<file path="config.mk">
export PLATFORM = sky130hd
export DESIGN_NAME = command_frame_receiver
export DESIGN_NICKNAME = d
export VERILOG_FILES = /design/src/cfr_pkg.sv /design/src/command_frame_receiver.sv /design/src/cfr_parser.sv /design/src/cfr_out_buf.sv
export SDC_FILE = /design/constraint.sdc
export NUM_CORES = 1
export LEC_CHECK = 0
export ABC_AREA = 1
export BUFFER_PORTS_ARGS = -buffer_cell sky130_fd_sc_hd__buf_2
export CAP_MARGIN = 5
export CORE_MARGIN = 2
export CORE_UTILIZATION = 45
export DETAILED_ROUTE_END_ITERATION = 16
export PLACE_DENSITY_LB_ADDON = 0.12
export REMOVE_ABC_BUFFERS = 1
export SKIP_CTS_REPAIR_TIMING = 1
export SLEW_MARGIN = 20
export SYNTH_ARGS = -nofsm -noshare
export SYNTH_HDL_FRONTEND = slang
export SYNTH_SLANG_ARGS = --single-unit
</file>
<file path="constraint.sdc">
create_clock -name clk -period 9.89 [get_ports clk]
set_input_delay 1.978 -clock clk [delete_from_list [all_inputs] [get_ports clk]]
set_output_delay 1.978 -clock clk [all_outputs]
set_load 0.01 [all_outputs]
</file>
<file path="src/cfr_pkg.sv">
// Shared types and constants for the command frame receiver.
// No dependencies; imported by every module of the block.
package cfr_pkg;

  typedef enum logic [2:0] {
    ST_ANSWERED     = 3'd0,
    ST_UNKNOWN_ITEM = 3'd1,
    ST_BAD_LENGTH   = 3'd2,
    ST_BAD_CHECKSUM = 3'd3,
    ST_BAD_COMMAND  = 3'd4
  } status_t;

  // Configuration register indexes
  localparam logic [1:0] REG_HEADER_BYTE  = 2'd0;
  localparam logic [1:0] REG_LENGTH_LIMIT = 2'd1;
  localparam logic [1:0] REG_READ_CMD     = 2'd2;

  localparam logic [7:0] HEADER_BYTE_RST  = 8'd170;
  localparam logic [7:0] LENGTH_LIMIT_RST = 8'd64;
  localparam logic [7:0] READ_CMD_RST     = 8'd1;

  typedef struct packed {
    logic [7:0] header_byte;
    logic [7:0] length_limit;
    logic [7:0] read_command_code;
  } cfg_t;

  typedef struct packed {
    status_t     status;
    logic [7:0]  command_code;
    logic [14:0] item_id;
    logic [3:0]  sensor_select;
  } result_t;

endpackage

</file>
<file path="src/command_frame_receiver.sv">
// Top level of the command frame receiver: configuration registers, parser, result buffer.
// Depends on cfr_pkg, cfr_parser and cfr_out_buf.
//
// Takes one received byte per clock while in_stall is low and hunts for the header, reads
// the length, the payload and the trailing checksum (0xFF minus the byte sum), then gives
// one status beat per frame end or error. Each result is registered in the output buffer
// before it appears at out_*. A two-entry output buffer sits between the parser and out_*,
// so in_stall rises only when two results wait and the consumer stalls.
// Configuration writes should be made while no frame is in progress.
module command_frame_receiver
  import cfr_pkg::*;
(
  input  logic        clk,
  input  logic        rst_n,
  input  logic        cfg_we,
  input  logic [1:0]  cfg_index,
  input  logic [7:0]  cfg_wdata,
  input  logic        in_valid,
  output logic        in_stall,
  input  logic [7:0]  in_rx_byte,
  output logic        out_valid,
  input  logic        out_stall,
  output logic [2:0]  out_status,
  output logic [7:0]  out_command_code,
  output logic [14:0] out_item_id,
  output logic [3:0]  out_sensor_select
);

  cfg_t    cfg_r;
  logic    accept;
  logic    res_valid;
  result_t res;
  logic    buf_full;
  result_t out_data;

  always_ff @(posedge clk) begin
    if (!rst_n) begin
      cfg_r.header_byte       <= HEADER_BYTE_RST;
      cfg_r.length_limit      <= LENGTH_LIMIT_RST;
      cfg_r.read_command_code <= READ_CMD_RST;
    end else if (cfg_we) begin
      unique case (cfg_index)
        REG_HEADER_BYTE:  cfg_r.header_byte       <= cfg_wdata;
        REG_LENGTH_LIMIT: cfg_r.length_limit      <= cfg_wdata;
        REG_READ_CMD:     cfg_r.read_command_code <= cfg_wdata;
        default: ;
      endcase
    end
  end

  assign in_stall = buf_full;
  assign accept   = in_valid && !buf_full;

  cfr_parser u_parser (
    .clk       (clk),
    .rst_n     (rst_n),
    .cfg       (cfg_r),
    .accept    (accept),
    .rx_byte   (in_rx_byte),
    .res_valid (res_valid),
    .res       (res)
  );

  cfr_out_buf u_out_buf (
    .clk       (clk),
    .rst_n     (rst_n),
    .push      (res_valid),
    .push_data (res),
    .full      (buf_full),
    .out_valid (out_valid),
    .out_stall (out_stall),
    .out_data  (out_data)
  );

  assign out_status        = out_data.status;
  assign out_command_code  = out_data.command_code;
  assign out_item_id       = out_data.item_id;
  assign out_sensor_select = out_data.sensor_select;

endmodule

</file>
<file path="src/cfr_parser.sv">
// Frame parser: per-beat state update and frame decode for the receiver.
// Depends on cfr_pkg for the configuration and result types.
module cfr_parser
  import cfr_pkg::*;
(
  input  logic       clk,
  input  logic       rst_n,
  input  cfg_t       cfg,
  input  logic       accept,
  input  logic [7:0] rx_byte,
  output logic       res_valid,
  output result_t    res
);

  typedef enum logic [1:0] {
    PH_HUNT = 2'd0,
    PH_LEN  = 2'd1,
    PH_DATA = 2'd2,
    PH_SUM  = 2'd3
  } phase_t;

  phase_t     phase_r, phase_nxt;
  logic [7:0] frame_length_r, frame_length_nxt;
  logic [7:0] byte_count_r, byte_count_nxt;
  logic [7:0] running_sum_r, running_sum_nxt;
  logic [7:0] pay_r [3];
  logic [7:0] pay_nxt [3];

  logic [8:0]  count_inc;
  logic [14:0] item_id;
  logic [7:0]  expect_sum;
  logic        item_known;
  logic [3:0]  item_sel;
  logic        emit;

  // Map the item id onto one of twelve sensor quantities
  function automatic logic [4:0] map_item(input logic [14:0] id);
    logic [14:0] d;
    begin
      d = '0;
      if (id >= 15'h0043 && id <= 15'h0048) begin
        d = id - 15'h0043;
        map_item = {1'b1, d[3:0]};
      end else if (id >= 15'h0053 && id <= 15'h0058) begin
        d = id - 15'h0053 + 15'd6;
        map_item = {1'b1, d[3:0]};
      end else begin
        map_item = 5'd0;
      end
    end
  endfunction

  // byte1 + 100 * byte2, with 100 as 64 + 32 + 4
  assign item_id = {7'd0, pay_r[1]}
                 + ({7'd0, pay_r[2]} << 6)
                 + ({7'd0, pay_r[2]} << 5)
                 + ({7'd0, pay_r[2]} << 2);
  assign expect_sum = 8'hFF - running_sum_r;
  assign {item_known, item_sel} = map_item(item_id);
  assign count_inc = {1'b0, byte_count_r} + 9'd1;

  always_comb begin
    phase_nxt        = phase_r;
    frame_length_nxt = frame_length_r;
    byte_count_nxt   = byte_count_r;
    running_sum_nxt  = running_sum_r;
    pay_nxt          = pay_r;
    emit             = 1'b0;
    res              = '0;
    res.status       = ST_ANSWERED;
    unique case (phase_r)
      PH_HUNT: begin
        if (rx_byte == cfg.header_byte) begin
          phase_nxt       = PH_LEN;
          byte_count_nxt  = '0;
          running_sum_nxt = '0;
          pay_nxt[0]      = '0;
          pay_nxt[1]      = '0;
          pay_nxt[2]      = '0;
        end
      end
      PH_LEN: begin
        if (rx_byte >= cfg.length_limit) begin
          phase_nxt  = PH_HUNT;
          emit       = 1'b1;
          res.status = ST_BAD_LENGTH;
        end else begin
          frame_length_nxt = rx_byte;
          byte_count_nxt   = '0;
          running_sum_nxt  = '0;
          phase_nxt        = (rx_byte == 8'd0) ? PH_SUM : PH_DATA;
        end
      end
      PH_DATA: begin
        if (byte_count_r < 8'd3) begin
          pay_nxt[byte_count_r[1:0]] = rx_byte;
        end
        running_sum_nxt = running_sum_r + rx_byte;
        byte_count_nxt  = count_inc[7:0];
        if (count_inc >= {1'b0, frame_length_r}) begin
          phase_nxt = PH_SUM;
        end
      end
      PH_SUM: begin
        phase_nxt        = PH_HUNT;
        emit             = 1'b1;
        res.command_code = pay_r[0];
        res.item_id      = item_id;
        priority if (rx_byte != expect_sum) begin
          res.status = ST_BAD_CHECKSUM;
        end else if (pay_r[0] != cfg.read_command_code) begin
          res.status = ST_BAD_COMMAND;
        end else if (!item_known) begin
          res.status = ST_UNKNOWN_ITEM;
        end else begin
          res.status        = ST_ANSWERED;
          res.sensor_select = item_sel;
        end
      end
      default: begin
        phase_nxt = PH_HUNT;
      end
    endcase
  end

  assign res_valid = accept && emit;

  always_ff @(posedge clk) begin
    if (!rst_n) begin
      phase_r        <= PH_HUNT;
      frame_length_r <= '0;
      byte_count_r   <= '0;
      running_sum_r  <= '0;
      pay_r[0]       <= '0;
      pay_r[1]       <= '0;
      pay_r[2]       <= '0;
    end else if (accept) begin
      phase_r        <= phase_nxt;
      frame_length_r <= frame_length_nxt;
      byte_count_r   <= byte_count_nxt;
      running_sum_r  <= running_sum_nxt;
      pay_r          <= pay_nxt;
    end
  end

endmodule

</file>
<file path="src/cfr_out_buf.sv">
// Two-entry result buffer: output register plus a skid register.
// Depends on cfr_pkg for the result type.
module cfr_out_buf
  import cfr_pkg::*;
(
  input  logic    clk,
  input  logic    rst_n,
  input  logic    push,
  input  result_t push_data,
  output logic    full,
  output logic    out_valid,
  input  logic    out_stall,
  output result_t out_data
);

  logic    out_valid_r, out_valid_nxt;
  logic    skid_valid_r, skid_valid_nxt;
  result_t out_data_r, out_data_nxt;
  result_t skid_data_r, skid_data_nxt;
  logic    pop;

  assign pop = out_valid_r && !out_stall;

  // push only arrives while the skid register is empty
  always_comb begin
    out_valid_nxt  = out_valid_r;
    skid_valid_nxt = skid_valid_r;
    out_data_nxt   = out_data_r;
    skid_data_nxt  = skid_data_r;
    if (skid_valid_r) begin
      if (pop) begin
        out_data_nxt   = skid_data_r;
        skid_valid_nxt = 1'b0;
      end
    end else if (!out_valid_r || pop) begin
      out_valid_nxt = push;
      out_data_nxt  = push ? push_data : out_data_r;
    end else if (push) begin
      skid_valid_nxt = 1'b1;
      skid_data_nxt  = push_data;
    end
  end

  always_ff @(posedge clk) begin
    if (!rst_n) begin
      out_valid_r  <= 1'b0;
      skid_valid_r <= 1'b0;
    end else begin
      out_valid_r  <= out_valid_nxt;
      skid_valid_r <= skid_valid_nxt;
    end
    out_data_r  <= out_data_nxt;
    skid_data_r <= skid_data_nxt;
  end

  assign full      = skid_valid_r;
  assign out_valid = out_valid_r;
  assign out_data  = out_data_r;

endmodule
</file>
==> results of run 1 <==
[per-layer routing]
| layer | global-route usage (%) | share of wire (%) |
|---|---|---|
| met5 | 0 | 0 |
| met4 | 5.56 | 1.4 |
| met3 | 3.78 | 3.4 |
| met2 | 31.8 | 47 |
| met1 | 25.8 | 49 |
[tightest hold or removal path, cell delays in order, from the launching register on]
cell,delay (ps)
dfxtp_1,300
inv_1,60
a21oi_1,50
[through the flow]
stage / instances / area [µm²] / power, mW
2_1_floorplan: 942 / 7530 / 0.629
3_3_place_gp: 1224 / 8150 / 0.650
3_5_place_dp: 1224 / 8150 / 0.650
4_1_cts: 1256 / 8730 / 1.27
5_1_grt: 1256 / 8730 / 1.30
6_report: 1256 / 8730 / 1.26
[kinds of logic after synthesis]
family          count (synthesis)
simple gates                  439
xor+xnor                       17
buf+inv                       162
compound gates                153
flops                         136
fa+ha+maj                      64
[worst max-delay path by stage]
stage / depth (start not counted) / startpoint / slack, ps / endpoint
6_report: 13 / in_rx_byte[7] / 5980 / u_out_buf.out_data[11]
5_1_grt: 13 / in_rx_byte[7] / 5810 / u_out_buf.out_data[18]
4_1_cts: 13 / in_rx_byte[7] / 6000 / u_out_buf.out_data[11]
3_5_place_dp: 15 / in_rx_byte[0] / 5580 / u_out_buf.out_data[15]
3_3_place_gp: 13 / in_rx_byte[7] / 5660 / u_out_buf.out_data[15]
2_1_floorplan: 11 / in_rx_byte[7] / 4940 / u_out_buf.out_data[0]
[report_power, final]
part / internal (mW) / switching, mW
clock network: 0.371 / 0.251
registers: 0.587 / 0.00270
logic: 0.0165 / 0.0321
[Yosys cell counts, drive strengths merged]
master	number	area [µm²]
a31oi	1	6.26
nand3	48	265
nand2	244	931
clkbuf	24	90.1
fa	9	180
dfxtp	76	1520
o31ai	1	7.51
edfxtp	60	1800
nand3b	1	7.51
nor4	1	6.26
and2	2	15.0
ha	55	688
xnor2	7	61.3
a2111oi	1	8.76
or2	4	25.0
o41ai	1	8.76
a21o	1	7.51
a211oi	1	7.51
o22ai	1	6.26
nor3	9	45.0
buf	5	33.8
o21ai	46	234
o211ai	5	37.5
and3	1	6.26
nand4	34	213
xor2	10	87.6
nor2	95	367
a21oi	92	464
o21a	1	7.51
o221ai	1	8.76
inv	133	499
o2111ai	1	8.76
[cell usage in the layout, fill, tap and decap left out, drive strengths merged, types with 2 or more instances in the layout]
cell type / instances
a21oi: 92
nand3: 48
fa: 9
xnor2: 7
inv: 136
o211ai: 5
ha: 55
clkinvlp: 3
buf: 62
nand2: 244
nand4: 34
and2: 2
xor2: 10
o21ai: 46
edfxtp: 60
nor2: 95
clkbuf: 21
clkinv: 4
nor3: 9
or2: 4
dfxtp: 76
[state kept, by name (all words and copies together) (netlist names), named ones only]
signal,count
cfg_r,24
u_out_buf.full,1
u_out_buf.out_data,30
u_out_buf.out_valid,1
u_out_buf.skid_data_r,30
u_parser.byte_count_r,8
u_parser.frame_length_r,8
u_parser.pay_r,24
u_parser.phase_r,1
u_parser.running_sum_r,8
[layout make-up]
type                    instances  area [µm²]
clock inverters                11         114
multi-input cells             673        3720
flip-flops and latches        136        3320
well taps                     220         275
fillers                      1609        7850
repair buffers                 62         330
inverters                     133         499
clock buffers                  21         472
==> run metrics, run 1 <==
outcome=finished, final reports clean; R2R Path Start=u_parser.pay_r[0]; FF-to-FF setup slack=6230 ps; post-route ant nets=0; drt pass-1 iters=5; io pins=55; Worst IR Drop VDD=0.000135 V; post-synthesis cell count=971; Synth Cell Area=about 0.0077 mm²; post-DP HPWL=roughly 12000 µm; clk_lat worst skew=420 ps; Clock Tree Root=clkbuf_16; final setup vio count=0; routed wire length=roughly 17000 µm; global-route wire length before repair=27600 µm; clk sinks=roughly 140; largest stage delay on the critical path=around 360 ps; H-tree depth=4; Antenna Cells=0; final count of hold timing violations=0; maxcap violations=0; Slew Viols, Final=0; register area share after synthesis=a little over two fifths; RePlAce Congestion=~0.84; Die Area=between 0.015 and 0.02 mm²; Hold/Removal Path Class=reg2reg; Power Density=144 mW/mm²; Clk pin slew, worst setup/hold paths=approximately 60 ps; Worst Path Max Fanout=30; final core area utilization=between 50% and 60%; fin crit share=approximately two fifths; Horiz. Die Dim=around 130 µm; Slew @ Worst Pin=about 960 ps; skew final=just under 10 ps; post-synthesis compound-gate area fraction=10.6%; Hold Path Depth=2; worst-path cell chain=buf_2 > ha_1 > nand2_1 > nor2_1 > nand4_1 > o2111ai_1 > nand2_1 > nand2_1 > inv_1 > nor2_1 > nand2_1 > a21oi_2 > buf_4; total grt overflow=0; post-synthesis xor/xnor area fraction=between 1.5 and 2%; largest family of logic cells by synthesized area=simple AND/OR/NAND/NOR gates; number of global-route vias before repair=~5700; largest net degree at the start of global routing=39; Worst Setup End Kind=flip-flop; Synth Area in Adders=around 11%; via count=about 6200; yosys warns=0; chip height=134 µm; Crit path max-delay family=simple AND/OR/NAND/NOR gates; syn avg cell area=between 7 and 8 µm²; DRC viols=0; Reg-to-Reg End=u_out_buf.out_data[3]; Worst Setup Start Kind=primary input; CORE AREA=0.0166 mm²; Crit-path slowest cell=buf_4; Worst Setup Slack, final=5980 ps; post-synthesis mux area share=0%; Buf/Inv on CP=3; CTS tree=built; Worst slew margin=a little over a third; Pleak=3.94 nW; initial antenna violation count=0; average wire per standard cell=approximately 13 µm; Hold Crit Start=cfg_r[10]; Data required, critical path=approximately 10000 ps; Most Frequent Cell on Critical Path=nand2_1; Post-Synth Simple-Gate Area=24.6%; DRT iter0 DRCs=around 340; worst reg-to-reg path cell count=17; Nets=1110; max frequency=roughly 0.26 GHz; FF+latch count, synth=~140; unrepaired setup endpoints after global routing=false; Synth cell types=44; pre-CTS setup slack=5580 ps; total global-route track usage=approximately a fifth; Setup CP Type=in2reg; count of buffers from port buffering=between 50 and 60; Tmin final=between 3000 and 4000 ps; Worst EP arrival=around 4000 ps; setup_tns=0 ps; Layout area overhead=14.0%; share of layout cells above drive strength 1=a little over a tenth; Num CTS Buffers=17; routed vias/inst=4.95; final hold slack=460 ps; Rows=47; WHS Endpoint=cfg_r[10]; Initial Util=46.2%; CTS Buffer Depth=2
(Power assumes the default switching activity.)
==> run 2, diff against run 1 <==
Clock period 9.89 ns to 3.57 ns, I/O delays scaled along.
==> run 2 against run 1 <==
Global-route usage up 0.55 points. Clock skew rose by 3.5 ps. Flip-flop and latch count did not move. Hold slack lost 2.9 ps. Design area up 2.2%. Power increased to 2.7 times the previous value. Core utilization grew 1.2 points. Critical endpoint is now u_out_buf.out_data[3]. Highest routed layer unchanged. Critical path depth is 4 higher. Non-clock buffer count increased by 8. Worst setup slack worse by 5800 ps.
==> run metrics, run 2 (same netlist as run 1, synthesis figures left out) <==
top layer in use=met4; Worst Setup End Kind=flip-flop; largest net degree at the start of global routing=38; Slew @ Worst Pin=~690 ps; DRC viols=0; Antenna Cells=0; routed wire length=17400 µm; Worst IR Drop VDD=0.000323 V; CORE AREA=roughly 0.017 mm²; count of buffers from port buffering=54; RePlAce Congestion=a little under 0.9; Tmin final=approximately 3400 ps; Hold/Removal Path Class=reg2reg; outcome=finished, final reports clean; most frequent cells in the layout=nand2_1, inv_1, a21oi_1, nor2_1, dfxtp_1; Pleak=~4 nW; Worst slew margin=roughly 54%; metal1 wirelength=~8400 µm; via count=~6400; clk_lat worst skew=420 ps; number of global-route vias before repair=approximately 6000; Worst EP arrival=3540 ps; CTS tree=built; drt pass-1 iters=5; Placed Cells=between 1000 and 1500; skew final=~13 ps; average wire per standard cell=~14 µm; Worst Path Max Fanout=6; post-route ant nets=0; Setup CP Type=reg2reg; WL met3=about 640 µm; Initial Util=a little under half; Finished Layout Cells=approximately 1300; global-route wire length before repair=~29000 µm; routed vias/inst=roughly 5; Num CTS Buffers=17; Worst Setup Start Kind=flip-flop; fin crit share=about 95%; most common cell after layout, fill and taps aside=nand2_1; DRT iter0 DRCs=around 340; Slew Viols, Final=0; post-DP HPWL=between 10000 and 15000 µm; chip height=134 µm; Layout area overhead=16.6%; total grt overflow=0; io pins=55; final setup vio count=0; Power Density=between 300 and 400 mW/mm²; final count of hold timing violations=0; initial antenna violation count=0; Die Area=about 0.018 mm²; Nets=~1100; post-place instance area=approximately 0.008 mm²; share of layout cells above drive strength 1=16.0%; max frequency=a little under 0.3 GHz; Clk pin slew, worst setup/hold paths=about 60 ps; H-tree depth=4; Layout Cell Area excl Fill=~0.0089 mm²; total global-route track usage=roughly 20%; Rows=47; met2 wire len=between 8000 and 9000 µm; clk sinks=approximately 140; setup_tns=0 ps; maxcap violations=0; Horiz. Die Dim=roughly 130 µm; Data required, critical path=3730 ps; Clock Tree Root=clkbuf_16; CTS Buffer Depth=2
==> run 2: cell count changes in the layout (fill, tap and decap cells not counted), moves of 6 or more <==
cell,delta
buf_4,+7
nand2_1,-12
nand2_2,+11
nand3_1,-7
nand3_2,+6
nor2_1,-7
==> run 2: critical path, cell delays in order, from the launching register on <==
cell and delay, ps:
dfxtp_2 340, inv_1 70, fa_1 500, inv_1 50
fa_1 520, ha_4 230, or2_1 230, and2_4 180
xor2_1 220, nand2_1 130, nor2_4 160, nand3_4 120
nand2_2 100, nand2_1 50, nand2_1 50, nand2_1 60
nand3_2 70, a21oi_2 50
==> run 2: path summary, 6_finish.rpt <==
path                          start                    end  slack, ps  cells past startpoint
hold / removal            cfg_r[12]              cfg_r[12]        460                      2
hold reg to reg           cfg_r[12]              cfg_r[12]        460                      2
setup / recovery  u_parser.pay_r[1]  u_out_buf.out_data[3]        180                     17
setup reg to reg  u_parser.pay_r[1]  u_out_buf.out_data[3]        180                     17
==> run 2: metal layers <==
layer	global-route usage [%]	vias up
met5	0	-
met4	6.43	0
met3	3.78	17
met2	33.1	119
met1	26.0	2893
li1	-	3321
==> run 2: layout make-up <==
type                            instances  area (µm²)
Fill cell                            1635        7660
Multi-Input combinational cell        673        3890
Sequential cell                       136        3330
Inverter                              133         499
Clock buffer                           19         433
Timing Repair Buffer                   70         403
Tap cell                              220         275
Clock inverter                         13        97.6
==> run 2: through the flow <==
step | setup WS [ps] | hold slack [ps] | power [mW] | utilization [%]
after floorplan | -112 | 433 | 1.74 | -
after global placement | 108 | 449 | 1.80 | 49.5
after detailed placement | 75.9 | 453 | 1.81 | 49.5
after CTS | 40.1 | 463 | 3.39 | 52.7
after global routing | -12.3 | 481 | 3.48 | 53.8
final | 185 | 457 | 3.36 | 53.8
==> run 2: power breakdown <==
group,total [mW],leakage [nW],switching (mW),internal [mW]
logic,0.138,2.50,0.0918,0.0457
clock network,1.59,0.256,0.696,0.895
registers,1.63,1.23,0.00769,1.63
